File: config.mk
export PLATFORM = sky130hd
export DESIGN_NAME = serial_command_frame_parser
export DESIGN_NICKNAME = d
export VERILOG_FILES = /design/src/rtl/scfp_pkg.sv /design/src/rtl/serial_command_frame_parser.sv /design/src/rtl/scfp_front.sv /design/src/rtl/scfp_queue.sv /design/src/rtl/scfp_back.sv
export SDC_FILE = /design/constraint.sdc
export NUM_CORES = 1
export LEC_CHECK = 0
export BUFFER_PORTS_ARGS = -buffer_cell sky130_fd_sc_hd__buf_2
export CAP_MARGIN = 5
export CELL_PAD_IN_SITES_DETAIL_PLACEMENT = 0
export CELL_PAD_IN_SITES_GLOBAL_PLACEMENT = 1
export CORE_MARGIN = 10
export CORE_UTILIZATION = 30
export CTS_CLUSTER_SIZE = 8
export DETAILED_ROUTE_END_ITERATION = 10
export PLACE_DENSITY_LB_ADDON = 0.3
export REMOVE_ABC_BUFFERS = 1
export SYNTH_ARGS = -nofsm -noshare
export SYNTH_HDL_FRONTEND = slang
export SYNTH_SLANG_ARGS = --single-unit
File: constraint.sdc
create_clock -name clk -period 15.5 [get_ports clk]
set_clock_uncertainty 0.2 [all_clocks]
set_input_delay 3.1 -clock clk [delete_from_list [all_inputs] [get_ports clk]]
set_output_delay 3.1 -clock clk [all_outputs]
set_load 0.01 [all_outputs]
File: src/rtl/scfp_pkg.sv
package scfp_pkg;

  localparam int QDEPTH = 4;
  localparam int QAW = $clog2(QDEPTH);

  localparam logic [7:0] CFG_REPORT_OPCODE = 8'd0;
  localparam logic [7:0] CFG_LIST_OPCODE = 8'd1;
  localparam logic [7:0] REPORT_OPCODE_RST = 8'hF0;
  localparam logic [7:0] LIST_OPCODE_RST = 8'hF1;

  localparam logic KIND_REPORT = 1'b0;
  localparam logic KIND_LIST = 1'b1;

  typedef enum logic [2:0] {
    TK_LINK,
    TK_NUM,
    TK_START,
    TK_LIST,
    TK_DATA
  } tok_op_t;

  typedef struct packed {
    tok_op_t op;
    logic [7:0] data;
    logic [3:0] len;
    logic [2:0] pos;
    logic last;
  } scfp_tok_t;

endpackage

File: src/rtl/serial_command_frame_parser.sv
// A byte that completes a frame writes its token to the queue at the accepting edge;
// the output register is then loaded from the queue head once the output can take it.
// Throughput: one byte per cycle; a 4-entry token queue decouples the parser
// from the output register, so bytes stall only when the queue fills.
// Reset (rst_n low, synchronous): parser, queue and output valid cleared;
// opcodes return to 0xF0 (report) and 0xF1 (list).
module serial_command_frame_parser #(
  parameter int MAX_PAYLOAD_BYTES = 8
) (
  input  logic clk,
  input  logic rst_n,
  input  logic in_valid,
  output logic in_stall,
  input  logic [7:0] in_rx_byte,
  output logic out_valid,
  input  logic out_stall,
  output logic out_result_kind,
  output logic [7:0] out_link_id,
  output logic [7:0] out_report_number,
  output logic [3:0] out_payload_length,
  output logic [63:0] out_payload_bytes,
  input  logic cfg_valid,
  output logic cfg_ready,
  input  logic [7:0] cfg_index,
  input  logic [7:0] cfg_data
);
  import scfp_pkg::*;

  logic [7:0] report_opcode_r, list_opcode_r;
  logic q_full, q_valid, q_pop, tok_push;
  scfp_tok_t push_tok, head_tok;

  assign cfg_ready = 1'b1;
  assign in_stall = q_full;

  always_ff @(posedge clk) begin
    if (!rst_n) begin
      report_opcode_r <= REPORT_OPCODE_RST;
      list_opcode_r <= LIST_OPCODE_RST;
    end else if (cfg_valid && cfg_ready) begin
      case (cfg_index)
        CFG_REPORT_OPCODE: report_opcode_r <= cfg_data;
        CFG_LIST_OPCODE:   list_opcode_r <= cfg_data;
        default: ;
      endcase
    end
  end

  scfp_front #(
    .MAX_PAYLOAD_BYTES(MAX_PAYLOAD_BYTES)
  ) u_front (
    .clk(clk),
    .rst_n(rst_n),
    .in_valid(in_valid),
    .in_stall(in_stall),
    .in_rx_byte(in_rx_byte),
    .report_opcode(report_opcode_r),
    .list_opcode(list_opcode_r),
    .tok_push(tok_push),
    .tok(push_tok)
  );

  scfp_queue u_queue (
    .clk(clk),
    .rst_n(rst_n),
    .push(tok_push),
    .push_tok(push_tok),
    .pop(q_pop),
    .head_tok(head_tok),
    .head_valid(q_valid),
    .full(q_full)
  );

  scfp_back u_back (
    .clk(clk),
    .rst_n(rst_n),
    .tok(head_tok),
    .tok_valid(q_valid),
    .tok_pop(q_pop),
    .out_valid(out_valid),
    .out_stall(out_stall),
    .out_result_kind(out_result_kind),
    .out_link_id(out_link_id),
    .out_report_number(out_report_number),
    .out_payload_length(out_payload_length),
    .out_payload_bytes(out_payload_bytes)
  );

endmodule

File: src/rtl/scfp_front.sv
module scfp_front #(
  parameter int MAX_PAYLOAD_BYTES = 8
) (
  input  logic clk,
  input  logic rst_n,
  input  logic in_valid,
  input  logic in_stall,
  input  logic [7:0] in_rx_byte,
  input  logic [7:0] report_opcode,
  input  logic [7:0] list_opcode,
  output logic tok_push,
  output scfp_pkg::scfp_tok_t tok
);
  import scfp_pkg::*;

  logic [1:0] hdr_pos_r, hdr_pos_nxt;
  logic collect_r, collect_nxt;
  logic [7:0] cmd_r, cmd_nxt;
  logic [3:0] want_r, want_nxt;
  logic [3:0] cnt_r, cnt_nxt;
  logic acc;
  logic last;
  logic [3:0] clamp_len;

  assign acc = in_valid && !in_stall;
  assign last = (cnt_r + 4'd1) >= want_r;
  assign clamp_len = (in_rx_byte > 8'(MAX_PAYLOAD_BYTES)) ? 4'(MAX_PAYLOAD_BYTES)
                                                          : in_rx_byte[3:0];

  always_comb begin
    hdr_pos_nxt = hdr_pos_r;
    collect_nxt = collect_r;
    cmd_nxt = cmd_r;
    want_nxt = want_r;
    cnt_nxt = cnt_r;
    tok_push = 1'b0;
    tok.op = TK_DATA;
    tok.data = in_rx_byte;
    tok.len = want_r;
    tok.pos = cnt_r[2:0];
    tok.last = last;
    if (collect_r) begin
      tok_push = acc;
      if (last) begin
        collect_nxt = 1'b0;
        cnt_nxt = 4'd0;
        want_nxt = 4'd0;
      end else begin
        cnt_nxt = cnt_r + 4'd1;
      end
    end else begin
      case (hdr_pos_r)
        2'd0: begin
          cmd_nxt = in_rx_byte;
          hdr_pos_nxt = 2'd1;
        end
        2'd1: begin
          tok.op = TK_LINK;
          tok_push = acc;
          hdr_pos_nxt = 2'd2;
        end
        2'd2: begin
          tok.op = TK_NUM;
          tok_push = acc;
          hdr_pos_nxt = 2'd3;
        end
        default: begin
          hdr_pos_nxt = 2'd0;
          cnt_nxt = 4'd0;
          want_nxt = 4'd0;
          if (cmd_r == report_opcode) begin
            tok.op = TK_START;
            tok.len = clamp_len;
            tok_push = acc;
            if (clamp_len != 4'd0) begin
              collect_nxt = 1'b1;
              want_nxt = clamp_len;
            end
          end else if (cmd_r == list_opcode) begin
            tok.op = TK_LIST;
            tok_push = acc;
          end
        end
      endcase
    end
  end

  always_ff @(posedge clk) begin
    if (!rst_n) begin
      hdr_pos_r <= 2'd0;
      collect_r <= 1'b0;
      cmd_r <= 8'd0;
      want_r <= 4'd0;
      cnt_r <= 4'd0;
    end else if (acc) begin
      hdr_pos_r <= hdr_pos_nxt;
      collect_r <= collect_nxt;
      cmd_r <= cmd_nxt;
      want_r <= want_nxt;
      cnt_r <= cnt_nxt;
    end
  end

`ifndef SYNTHESIS
  a_collect_count: assert property (@(posedge clk) disable iff (!rst_n)
    collect_r |-> (want_r != 4'd0) && (cnt_r < want_r))
    else $error("payload count out of range");
  a_collect_hdr: assert property (@(posedge clk) disable iff (!rst_n)
    collect_r |-> hdr_pos_r == 2'd0)
    else $error("header position set while collecting payload");
`endif

endmodule

File: src/rtl/scfp_queue.sv
module scfp_queue (
  input  logic clk,
  input  logic rst_n,
  input  logic push,
  input  scfp_pkg::scfp_tok_t push_tok,
  input  logic pop,
  output scfp_pkg::scfp_tok_t head_tok,
  output logic head_valid,
  output logic full
);
  import scfp_pkg::*;

  scfp_tok_t mem_r [QDEPTH];
  logic [QAW-1:0] wr_ptr_r, rd_ptr_r;
  logic [QAW:0] count_r;

  assign head_tok = mem_r[rd_ptr_r];
  assign head_valid = count_r != '0;
  assign full = count_r == (QAW+1)'(QDEPTH);

  always_ff @(posedge clk) begin
    if (push) begin
      mem_r[wr_ptr_r] <= push_tok;
    end
  end

  always_ff @(posedge clk) begin
    if (!rst_n) begin
      wr_ptr_r <= '0;
      rd_ptr_r <= '0;
      count_r <= '0;
    end else begin
      if (push) wr_ptr_r <= wr_ptr_r + 1'b1;
      if (pop) rd_ptr_r <= rd_ptr_r + 1'b1;
      if (push && !pop) count_r <= count_r + 1'b1;
      else if (pop && !push) count_r <= count_r - 1'b1;
    end
  end

`ifndef SYNTHESIS
  a_no_overflow: assert property (@(posedge clk) disable iff (!rst_n)
    push |-> !full)
    else $error("queue push while full");
  a_no_underflow: assert property (@(posedge clk) disable iff (!rst_n)
    pop |-> head_valid)
    else $error("queue pop while empty");
`endif

endmodule

File: src/rtl/scfp_back.sv
module scfp_back (
  input  logic clk,
  input  logic rst_n,
  input  scfp_pkg::scfp_tok_t tok,
  input  logic tok_valid,
  output logic tok_pop,
  output logic out_valid,
  input  logic out_stall,
  output logic out_result_kind,
  output logic [7:0] out_link_id,
  output logic [7:0] out_report_number,
  output logic [3:0] out_payload_length,
  output logic [63:0] out_payload_bytes
);
  import scfp_pkg::*;

  logic [7:0] link_r, num_r;
  logic [63:0] store_r;
  logic [63:0] merged;
  logic emit;
  logic out_valid_r;
  logic kind_r;
  logic [7:0] olink_r, onum_r;
  logic [3:0] olen_r;
  logic [63:0] odata_r;

  always_comb begin
    for (int i = 0; i < 8; i++) begin
      merged[8*i +: 8] = (tok.pos == 3'(i)) ? tok.data : store_r[8*i +: 8];
    end
  end

  always_comb begin
    case (tok.op)
      TK_START: emit = tok.len == 4'd0;
      TK_LIST:  emit = 1'b1;
      TK_DATA:  emit = tok.last;
      default:  emit = 1'b0;
    endcase
  end

  assign tok_pop = tok_valid && (!emit || !out_valid_r || !out_stall);

  always_ff @(posedge clk) begin
    if (tok_pop) begin
      case (tok.op)
        TK_LINK:  link_r <= tok.data;
        TK_NUM:   num_r <= tok.data;
        TK_START: store_r <= '0;
        TK_DATA:  store_r <= merged;
        default: ;
      endcase
    end
  end

  always_ff @(posedge clk) begin
    if (!rst_n) begin
      out_valid_r <= 1'b0;
    end else if (tok_pop && emit) begin
      out_valid_r <= 1'b1;
    end else if (!out_stall) begin
      out_valid_r <= 1'b0;
    end
  end

  always_ff @(posedge clk) begin
    if (tok_pop && emit) begin
      case (tok.op)
        TK_LIST: begin
          kind_r <= KIND_LIST;
          olink_r <= 8'd0;
          onum_r <= 8'd0;
          olen_r <= 4'd0;
          odata_r <= '0;
        end
        TK_DATA: begin
          kind_r <= KIND_REPORT;
          olink_r <= link_r;
          onum_r <= num_r;
          olen_r <= tok.len;
          odata_r <= merged;
        end
        default: begin
          kind_r <= KIND_REPORT;
          olink_r <= link_r;
          onum_r <= num_r;
          olen_r <= 4'd0;
          odata_r <= '0;
        end
      endcase
    end
  end

  assign out_valid = out_valid_r;
  assign out_result_kind = kind_r;
  assign out_link_id = olink_r;
  assign out_report_number = onum_r;
  assign out_payload_length = olen_r;
  assign out_payload_bytes = odata_r;

endmodule
Word-level counts from Yosys, hierarchy flattened --
Memories as Yosys holds them, arrays and structs flattened. A register that Yosys moved wholly into a read port is not among the register bits. Cells that the tools add are included.
Word-level totals: RAM bits 76, memory bits (read-only) 0, latch bits 0, memories 1, logic and storage cells 126, register bits after elaboration 208, output and inout port bits 88, bits of input ports 29
Memories:
- u_queue.mem_r | words 4, bits a word 19, read ports 1, clocked after memory_dff 1, write ports 1, RTL line scfp_queue.sv:13 | scfp_tok_t mem_r [QDEPTH];
Operators by class: order comparisons 2, $add $sub $neg 5, mux-type cells 45, div/mod/pow operators 0, bitwise logic cells 1, equality and inequality tests 20, reduce and logical (&&, ||, !) cells 33, shift operators 0, multipliers 0
Operators with widths (count):
- 64-bit one-hot mux with 2 select lines | 1
- 8-bit 2-to-1 mux | 8
- 4-bit 2-to-1 mux | 12
- 3-bit == test, second input constant | 6
- 8-bit == test | 2
- 3-bit 2-to-1 mux | 5
- 2-bit AND reduction | 7
- 1-bit 2-to-1 mux | 13
- 3-bit by 2-bit == test with 1-bit output, second input constant | 4
- 3-bit one-hot mux with 3 select lines | 1
- 8-bit by 1-bit == test with 1-bit output, second input constant | 1
- 8-bit by 4-bit > comparator with 1-bit output, second input constant | 1
- 8-bit zero test | 1
- 3-bit by 1-bit == test with 1-bit output, second input constant | 2
- 1-bit zero test | 6
- 3-bit zero test | 2
- 2-bit one-hot mux with 3 select lines | 1
- 3-bit AND reduction | 2
- 1-bit logical AND | 5
- 2-bit by 1-bit adder with 2-bit output, second input constant | 2
- 4-bit by 1-bit adder with 4-bit output, second input constant | 1
- 4-bit >= comparator | 1
- 4-bit zero test | 1
- 2-bit 2-to-1 mux | 2
- 16 further kinds | 19

Longest topological paths before layout --
Gate-level depths: netlist of run 1.
word-level depth 11, mapped depth 12, gate-level depth less buffers 12

By module --
From an unflattened synthesis of run 1, not the netlist that was laid out.
Unflattened totals: cells, all modules 742, area, all modules 11717.5 um^2
By module, submodules not included:
- scfp_back | seq. area each 4974.8 um^2, times used 1, cells an instance 367, area an instance 6318.6 um^2
- scfp_queue | seq. area each 2462.4 um^2, times used 1, cells an instance 142, area an instance 3231.8 um^2
- scfp_front | seq. area each 380.4 um^2, times used 1, cells an instance 164, area an instance 1445.1 um^2
- serial_command_frame_parser | seq. area each 320.3 um^2, times used 1, cells an instance 69, area an instance 721.9 um^2

Least setup slack after synthesis of run 1 --
No wires, ideal clock.
path kind input-to-reg, start point input out_stall, end point register u_back.store_r[0], enable pin, arrival 7.762 ns, library setup time 0.565 ns, data required time 14.735 ns, setup slack 6.973 ns, stages on the path 3, path buffers 0, cell sequence nand2_1 o211ai_4 nor3_1
On the way: cells in the longest elaborated chain, start to end 4
RTL lines:
- from (decl) | RTL line serial_command_frame_parser.sv:16 | input logic out_stall,
- 1-bit zero test | RTL line scfp_back.sv:42 | assign tok_pop = tok_valid && (!emit || !out_valid_r || !out_stall);
- 1-bit logical OR | RTL line scfp_back.sv:42
- 1-bit logical AND | RTL line scfp_back.sv:42
- 2-bit AND reduction (no line)
- to (signal assigned) | RTL line scfp_back.sv:50 | TK_DATA: store_r <= merged;
- to (decl) | RTL line scfp_back.sv:18 | logic [63:0] store_r;
No other way between the ends. A chain may end at the register's enable or synchronous reset.

Final worst setup path of run 1 --
start point register u_queue.count_r[0], end point output in_stall
On the way: cells in the longest elaborated chain, start to end 1
RTL lines:
- from (decl) | RTL line scfp_queue.sv:15 | logic [QAW:0] count_r;
- from (signal assigned) | RTL line scfp_queue.sv:35 | if (push && !pop) count_r <= count_r + 1'b1;
- from (signal assigned) | RTL line scfp_queue.sv:36 | else if (pop && !push) count_r <= count_r - 1'b1;
- 3-bit == test | RTL line scfp_queue.sv:19 | assign full = count_r == (QAW+1)'(QDEPTH);
- to (decl) | RTL line serial_command_frame_parser.sv:13 | output logic in_stall,
No other way between the ends.

==> results by group, run 1 <==
Placement
  – I/O Buffers: 115
  – DP Cell Count: 1331
  – Placement Cell Area: 0.0125 mm^2
  – Detail Placement HPWL: 15700 um
  – Final Wtd Congestion: 0.728

Route
  – 1st-pass router iterations: 4
  – Post-DRT Antenna Nets: 0
  – Wire per inst: between 15 and 20 um
  – DR vias/cell: between 4 and 5
  – Drt total wl: roughly 24000 um
  – Starting DRT DRC Count: 273
  – Residual DRC: 0
  – DR vias: around 6000

Worst hold path
  – Worst Min Path Start: u_front.cnt_r[3]
  – Tightest Hold Check Type: register to register
  – Worst hold path stage count: 2

Timing
  – Tcrit/Tclk final: a little under a third
  – F_max: between 200 and 250 MHz
  – Setup_tns: 0 ps
  – Final Critical Period: 4900 ps
  – Max-Slew Margin vs Limit: 34.1%
  – Endpoints failing hold: 0
  – Setup violations, final: 0
  – RSZ-0062 raised after global routing: false
  – Final Max Slew Viols: 0
  – Tightest Pin Transition: about 990 ps

Pwr
  – Internal power component: roughly 1700 uW
  – Peak VDD IR: 0.0000612 V
  – Clock network power share: 33.7%
  – P_sw: ~720 uW
  – Register share of total power: 44.2%
  – Logic pwr share: 22.1%
  – Leak: 0.00500 uW
  – Pwr per Cell Area: 178 mW/mm^2
  – Total power: 2440 uW
  – Switching Share: 29.4%

Logic synthesis
  – Instance count of the mapped netlist: 726
  – Ys flop type: edfxtp_1
  – Sequential cell area fraction in the yosys report: 71.9%
  – Syn. warnings: 0
  – Async set-reset flop share out of synthesis: 0%
  – Synth Area per Inst: between 15 and 20 um^2
  – Synth Register Bits: 286
  – Post-synthesis cell area: 0.0113 mm^2
  – Post-synth EDFFs: 241
  – Post-synthesis cell type count: 47

Clock tree
  – Root Buffer: clkbuf_16
  – Setup Buffers After CTS: 0
  – CTS tree: yes
  – H-tree levels: 2
  – CTS Hold Bufs: 0
  – Clk_lat worst skew: 540 ps
  – CTS max path bufs: 3
  – TritonCTS Buffers: about 40
  – Clk pin slew, worst setup/hold paths: roughly 50 ps
  – CTS sink cnt: 286
  – Post_cts resized: 0

Global routing
  – Largest net degree at the start of global routing: 65
  – Gr usage total: 10.4%
  – Vias in the first global route: 6357
  – Initial antenna violation count: 3
  – Total grt overflow: 0
  – First-pass GRT wire length: approximately 38000 um

Die
  – Die Wd: 214 um
  – Core ar.: between 0.03 and 0.04 mm^2
  – Starting Density: a little under a third
  – Row cnt: 71
  – Die height: 214 um
  – Die area: 0.0459 mm^2
  – I/O Pins: around 120

Job
  – Max Cap Viol: 0

Setup path
  – Startpoint types: register
  – CP endpoint kind: output port
  – Cells on worst reg2reg path: 7
  – Crit. Startpoint: u_queue.count_r[0]
  – CP required: ~12000 ps
  – Critical path data arrival time: 1600 ps
  – Critical path class: register to output port
  – CP max FO: 4

Final layout
  – Final nets: 907
  – Post-Route Utilization: between 30% and 40%
  – Fin cells: between 1000 and 1500
  – Final Cell Area: 0.0137 mm^2
  – Layout cells sized above 1: 22.3%
  – Area growth, synth to finish: 21.1%

Run status
  – Outcome: complete, no violations
## sequential cells by signal, indices dropped and copies added (netlist names), named ones only
name	count
list_opcode_r	8
report_opcode_r	8
u_back.link_r	8
u_back.num_r	8
u_back.out_link_id	8
u_back.out_payload_bytes	64
u_back.out_payload_length	4
u_back.out_report_number	8
u_back.out_result_kind	1
u_back.out_valid	1
u_back.store_r	64
u_front.cmd_r	8
u_front.cnt_r	4
u_front.collect_r	1
u_front.hdr_pos_r	2
u_front.want_r	4
u_queue.count_r	3
u_queue.mem_r	76
u_queue.rd_ptr_r	2
u_queue.wr_ptr_r	2
## stage by stage
stage          hold WS [ps]  worst slack (ps)
6_report                273             10600
5_1_grt                 289             10460
4_1_cts                 275             10470
3_5_place_dp            267             10090
3_3_place_gp            251             10110
2_1_floorplan           244              6970
## cells in the mapped netlist, types with 4 or more instances
master    number  area [um^2]
nand3_1       15         75.1
o21ai_0        9         45.0
ha_1          14          175
nand2b_1       4         25.0
nand2_1       33          124
nor2b_1       20          125
xnor2_1       12          105
buf_4          4         30.0
nor4_1         5         31.3
mux4_2        17          383
nor3b_1        4         30.0
inv_1         18         67.6
clkbuf_1      23         86.3
a21oi_1       22          110
mux2i_1       85          851
dfxtp_1       45          901
nor2_1        90          338
buf_2          5         25.0
a22o_1         4         35.0
and2_1         5         31.3
xor2_1        12          105
edfxtp_1     241         7240
## cells in the final DEF, fill, tap and decap left out, drive strengths merged, types with 9 or more instances in the layout
cell,n
edfxtp,241
buf,128
nor2,90
mux2i,85
clkbuf,73
dfxtp,45
nand2,33
a21oi,23
nor2b,20
inv,19
mux4,19
nand3,16
ha,14
xnor2,12
xor2,12
o21ai,9
## power by group through the flow
| stage | Clock, uW | Combinational, uW | Sequential, uW |
|---|---|---|---|
| 3_5_place_dp | 0 | 554 | 1100 |
| 3_3_place_gp | 0 | 550 | 1090 |
| 5_1_grt | 883 | 595 | 1090 |
| 4_1_cts | 846 | 555 | 1080 |
| 2_1_floorplan | 0 | 299 | 1140 |
| 6_report | 823 | 540 | 1080 |
## layer usage
metal  vias up  part of all wire [%]  track usage (%)
met2       139                    47             16.7
met4         2                   1.3             3.00
li1       2967                     -                -
met5         -                 0.082                0
met3        36                   5.9             3.05
met1      2991                    46             13.5
## final timing paths
path                                  end  slack [ps]
min                      u_front.cnt_r[3]         270
min reg2reg              u_front.cnt_r[3]         270
max                              in_stall       10600
max reg2reg  u_back.out_payload_bytes[32]       11130
## layout make-up
| type | instances | area, um^2 |
|---|---|---|
| Clock inverter | 2 | 38.8 |
| Clock buffer | 73 | 1170 |
| Multi-Input combinational cell | 387 | 2970 |
| Inverter | 19 | 71.3 |
| Sequential cell | 286 | 8140 |
| Timing Repair Buffer | 128 | 673 |
| Antenna cell | 1 | 2.50 |
| Fill cell | 3586 | 23700 |
| Tap cell | 511 | 639 |
## cells by family after synthesis
| kind of cell | after synthesis | synth area share (%) |
|---|---|---|
| DFF | 286 | 71.9 |
| and+or+nand+nor | 198 | 8.48 |
| muxes | 104 | 11.4 |
| buffers and inverters | 53 | 2.08 |
| AOI/OAI and AO/OA | 45 | 2.53 |
| xor gates and xnor gates | 24 | 1.86 |
| adders and majority gates | 15 | 1.73 |
| other | 1 | 0.0331 |
## critical path, cell delays in order, from the launching register on
cell and delay (ps):
dfxtp_1 360, nor3b_1 480, buf_2 230
No activity file was read; power rests on OpenSTA's default activity.
==> inputs of run 2 (changes only) <==
Clock period 15.5 ns to 5.1 ns, I/O delays scaled along.
==> results by group, run 2 (synthesis results as in run 1) <==
Die
  – I/O Pins: 117 (unchanged)
  – Die height: 214 um (unchanged)
  – Starting Density: 30.3% (unchanged)
  – Die area: 0.0459 mm^2 (unchanged)
  – Die Wd: 214 um (unchanged)
  – Row cnt: 71 (unchanged)
  – Core ar.: 0.0374 mm^2 (unchanged)

Timing
  – Fin worst setup slack: 1280 ps (-9320 ps)
  – Tcrit/Tclk final: 74.9%
  – Endpoints failing hold: 0 (unchanged)
  – Final Max Slew Viols: 0 (unchanged)
  – F_max: 262 MHz
  – RSZ-0062 raised after global routing: false
  – Tightest Pin Transition: 913 ps (-72.8 ps)
  – Max-Slew Margin vs Limit: 38.8% (+4.6 points)
  – Setup violations, final: 0 (unchanged)
  – Final Critical Period: 3820 ps

Clock tree
  – Root Buffer: clkbuf_16
  – Clk_lat worst skew: 520 ps (-20 ps)
  – Clk pin slew, worst setup/hold paths: 50 ps (about the same)
  – CTS Hold Bufs: 0 (unchanged)
  – H-tree levels: 2 (unchanged)
  – Setup Buffers After CTS: 0 (unchanged)
  – CTS max path bufs: 3 (unchanged)
  – Post_cts resized: 0 (unchanged)
  – CTS tree: yes
  – TritonCTS Buffers: 41 (unchanged)
  – CTS sink cnt: 286 (unchanged)

Placement
  – Detail Placement HPWL: 16200 um (+3.1%)
  – Setup WS pre-CTS: 1210 ps (-8870 ps)
  – Final Wtd Congestion: 0.712 (-2.3%)
  – I/O Buffers: 115 (unchanged)

Setup path
  – CP required: 5320 ps (-6880 ps)
  – Slowest Stage Delay on Critical Path: 830 ps (+350 ps)
  – R2R Path End: u_queue.count_r[2]
  – CP max FO: 13 (+9)
  – Reg2reg setup slack: 1280 ps (-9850 ps)
  – CP endpoint kind: register
  – Cells on worst reg2reg path: 10 (+3)
  – Buf/Inv on CP: 1 (unchanged)
  – Critical path data arrival time: 4040 ps (+2440 ps)
  – Worst path slowest cell: dfxtp_1
  – Crit-path cells: mux4_2, nor3b_4, a21oi_4, o211ai_4, ha_1, inv_1, fa_1, xor2_1, or3_1, a21oi_1
  – Critical path class: register to register
  – Startpoint types: register
  – Worst path top cell family by delay: flip-flops

Final layout
  – FILL cells: 3569 (-0.47%)
  – Layout cells sized above 1: 22.8% (+0.44 points)
  – Area taken by multi-input logic gates: 0.00297 mm^2 (unchanged)
  – Largest register by flop count: u_queue.mem_r
  – Register area: 0.00814 mm^2 (unchanged)
  – Area growth, synth to finish: 20.8%
  – Commonest non-fill, non-tap cells in the layout: edfxtp_1, buf_2, nor2_1
  – Max reg flops: 76 (unchanged)
  – Post-Route Utilization: 36.5% (-0.087 points)
  – Final nets: 908 (+0.11%)
  – Most common cell after layout, fill and taps aside: edfxtp_1

Route
  – DR vias: 6105 (-0.49%)
  – DR vias/cell: 4.38 (+0.44%)
  – Residual DRC: 0 (unchanged)
  – Drt total wl: 24700 um (+1.1%)
  – Starting DRT DRC Count: 289 (+5.9%)
  – Wire per inst: 17.7 um (+2.0%)
  – 1st-pass router iterations: 4 (unchanged)
  – Post-DRT Antenna Nets: 0 (unchanged)

Pwr
  – Peak VDD IR: 0.000247 V (+300%)
  – Leak: 0.00499 uW (-0.16%)
  – Pwr per Cell Area: 538 mW/mm^2 (+200%)

Global routing
  – Vias in the first global route: 6455 (+1.5%)
  – Gr usage total: 10.6% (+0.18 points)
  – First-pass GRT wire length: 38700 um (+2.1%)
  – Initial antenna violation count: 0 (-3)
  – Largest net degree at the start of global routing: 86 (+32%)
  – Total grt overflow: 0 (unchanged)

Worst hold path
  – Worst Min Path Start: u_front.cnt_r[3]
  – Worst hold path stage count: 2 (unchanged)
  – Tightest Hold Check Type: register to register
  – Worst Hold Path EP: u_front.cnt_r[3]

Run status
  – Outcome: complete, no violations

Job
  – Max Cap Viol: 0 (unchanged)
run 2: cell types whose count changed in the layout (fill, tap and decap cells not counted):
cell / previous run / this run
clkbuf_1: 31 / 17
buf_12: 0 / 1
run 2: final cells by class:
class                   instances  share of cell area, %
flip-flops and latches        286                   59.6
multi-input cells             387                   21.7
well taps                     511                   4.68
diodes                          1                 0.0183
repair buffers                129                   5.07
clock inverters                 2                  0.284
clock buffers                  59                   8.16
inverters                      19                  0.522
run 2: worst min-delay path: stages, from the launching register on:
cell and delay [ps]:
dfxtp_1 310, nand2_1 50, a21oi_1 50
run 2: where the power goes:
| part | switching [uW] | leakage [uW] | internal (uW) | total, uW |
|---|---|---|---|---|
| registers | 164 | 0.00263 | 3120 | 3290 |
| logic | 1040 | 0.00181 | 587 | 1630 |
| clock network | 932 | 0.000554 | 1500 | 2430 |
| total | 2140 | 0.00499 | 5210 | 7350 |
run 2: worst max-delay path by stage:
stage,startpoint,endpoint,slack (ps),cells after the start
6_report,register,u_queue.count_r[2],1280,10
5_1_grt,register,u_queue.count_r[2],960,10
4_1_cts,register,u_queue.count_r[2],1190,10
3_5_place_dp,register,u_queue.count_r[2],1210,10
3_3_place_gp,register,u_queue.count_r[2],1220,10
2_1_floorplan,register,u_back.store_r[0],-2430,5
run 2: routing by layer:
metal	up-vias	GRT usage, %	share of wire [%]
met4	0	2.93	1.8
met3	36	2.54	4.2
li1	2956	-	-
met1	2991	14.2	48
met5	-	0	0
met2	122	16.9	46
run 2: through the flow:
stage | TNS (ps) | cell area (um^2) | hold WS [ps] | instances | total power, uW
2_1_floorplan | -347670 | 11200 | 244 | 692 | 4390
3_5_place_dp | 0 | 12500 | 263 | 1332 | 5020
4_1_cts | 0 | 13700 | 270 | 1393 | 7480
6_report | 0 | 13700 | 268 | 1394 | 7350
5_1_grt | 0 | 13700 | 296 | 1393 | 7730
3_3_place_gp | 0 | 12500 | 259 | 1332 | 5000
==> inputs of run 3 (changes only) <==
Clock period 5.1 ns to 3.2 ns, I/O delays scaled along.
==> results by group, run 3 (synthesis results as in run 1) <==
Route
  – DR vias/cell: 4.37 (-0.20%)
  – Residual DRC: 0 (unchanged)
  – 1st-pass router iterations: 4 (unchanged)
  – Starting DRT DRC Count: 334 (+16%)
  – DR vias: 6237 (+2.2%)
  – Wire per inst: 17.5 um (-1.2%)
  – Drt total wl: 24900 um (+1.1%)
  – Post-DRT Antenna Nets: 0 (unchanged)

Clock tree
  – H-tree levels: 2 (unchanged)
  – Setup Buffers After CTS: 0 (unchanged)
  – Root Buffer: clkbuf_16
  – CTS tree: yes
  – CTS max path bufs: 3 (unchanged)
  – CTS Hold Bufs: 0 (unchanged)
  – Clk_lat worst skew: 520 ps (about the same)
  – TritonCTS Buffers: 41 (unchanged)
  – CTS sink cnt: 286 (unchanged)
  – Clk pin slew, worst setup/hold paths: 50 ps (about the same)

Die
  – Die Wd: 214 um (unchanged)
  – Die height: 214 um (unchanged)
  – Die area: 0.0459 mm^2 (unchanged)
  – Row cnt: 71 (unchanged)
  – Core ar.: 0.0374 mm^2 (unchanged)
  – Starting Density: 30.3% (unchanged)
  – I/O Pins: 117 (unchanged)

Placement
  – Placement Cell Area: 0.0128 mm^2 (+2.6%)
  – Detail Placement HPWL: 16600 um (+2.8%)
  – DP Cell Count: 1361 (+2.2%)
  – Final Wtd Congestion: 0.726 (+2.0%)
  – I/O Buffers: 115 (unchanged)
  – Setup WS pre-CTS: -99.3 ps (-1310 ps)

Pwr
  – Pwr per Cell Area: 853 mW/mm^2 (+59%)
  – Peak VDD IR: 0.000427 V (+73%)
  – Leak: 0.00516 uW (+3.4%)
  – Total power: 12000 uW (+63%)

Final layout
  – Max reg flops: 76 (unchanged)
  – Layout cells sized above 1: 25.9% (+3.1 points)
  – Most common cell after layout, fill and taps aside: edfxtp_1
  – Final nets: 937 (+3.2%)
  – Final Cell Area: 0.0140 mm^2 (+2.6%)
  – Largest register by flop count: u_queue.mem_r
  – Area growth, synth to finish: 23.9%
  – Fin cells: 1427 (+2.4%)
  – Commonest non-fill, non-tap cells in the layout: edfxtp_1, buf_2, nor2_1

Global routing
  – First-pass GRT wire length: 39300 um (+1.7%)
  – Total grt overflow: 0 (unchanged)
  – Initial antenna violation count: 3 (+3)
  – Largest net degree at the start of global routing: 65 (-24%)
  – Gr usage total: 10.8% (+0.17 points)
  – Vias in the first global route: 6520 (+1.0%)

Timing
  – WHS: 152 ps (-116 ps)
  – Fin worst setup slack: 49.4 ps (-1230 ps)
  – Endpoints failing hold: 0 (unchanged)
  – Final Max Slew Viols: 0 (unchanged)
  – F_max: 317 MHz (+21%)
  – Max-Slew Margin vs Limit: 51.4% (+13 points)
  – Final Critical Period: 3150 ps (-670 ps)
  – Tcrit/Tclk final: 98.5% (+24 points)
  – Setup violations, final: 0 (unchanged)
  – RSZ-0062 raised after global routing: true
  – Tightest Pin Transition: 727 ps (-187 ps)

Setup path
  – R2R Path End: u_queue.count_r[2]
  – CP endpoint kind: register
  – CP required: 3460 ps (-1860 ps)
  – Startpoint types: register
  – Cells on worst reg2reg path: 12 (+2)
  – CP max FO: 6 (-7)
  – Critical path data arrival time: 3410 ps (-630 ps)
  – Reg2reg setup slack: 50 ps (-1230 ps)
  – Crit path capture: u_queue.count_r[2]
  – Critical path class: register to register

Worst hold path
  – Tightest Hold Check Type: input port to register
  – Worst hold path stage count: 3 (+1)

Job
  – Max Cap Viol: 0 (unchanged)

Run status
  – Outcome: complete, no violations
==> run 3: worst max-delay path, cell delays in order, from the launching register on <==
cell and delay, ps:
dfxtp_2 350, buf_12 120, mux4_2 530, nor4_4 300, buf_4 150, nand4_1 130
o211ai_4 110, ha_2 200, inv_1 50, fa_2 330, xor2_1 170, or3_1 330
a21oi_2 120
==> run 3: area by class of cell <==
type	instances	area, um^2
timing repair buffer	158	1020
inverter	19	71.3
fill	3536	23400
antenna	1	2.50
clock inverter	1	16.3
clock buffer	64	1140
sequential	286	8140
tap	511	639
multi-input combinational	387	2980
==> run 3: per-stage QoR <==
step,setup TNS (ps),utilization [%]
floorplan,-663110,-
global placement,-140,34.3
detailed placement,-99.3,34.3
CTS,0,37.5
global route,-105,37.5
finish,0,37.5
==> run 3: layer usage <==
layer | vias up | routed length [um] | track usage, %
met5 | - | 20 | 0
met4 | 2 | 351 | 2.62
met3 | 31 | 1440 | 2.95
met2 | 150 | 11400 | 16.8
met1 | 3030 | 11700 | 14.6
li1 | 3024 | - | -
==> run 3: how the worst min path moves through the flow <==
| stage | end | start |
|---|---|---|
| 2_1_floorplan | u_front.cnt_r[3] | u_front.cnt_r[3] |
| 3_5_place_dp | u_front.cnt_r[3] | u_front.cnt_r[3] |
| 6_report | list_opcode_r[0] | cfg_data[0] |
| 3_3_place_gp | u_front.cnt_r[3] | u_front.cnt_r[3] |
| 5_1_grt | list_opcode_r[6] | cfg_data[6] |
| 4_1_cts | list_opcode_r[7] | cfg_data[7] |
==> run 3: power breakdown <==
group	internal (uW)	total, uW	switching [uW]
logic	1120	2900	1780
clock network	2420	3890	1470
registers	4970	5170	205
==> run 3: timing repair <==
item | in CTS | in global routing
setup endpoints to repair | 1 | 1
endpoints found under the hold margin | 0 | 0
gates resized for setup | 4 | 4
pin swaps | 1 | 2
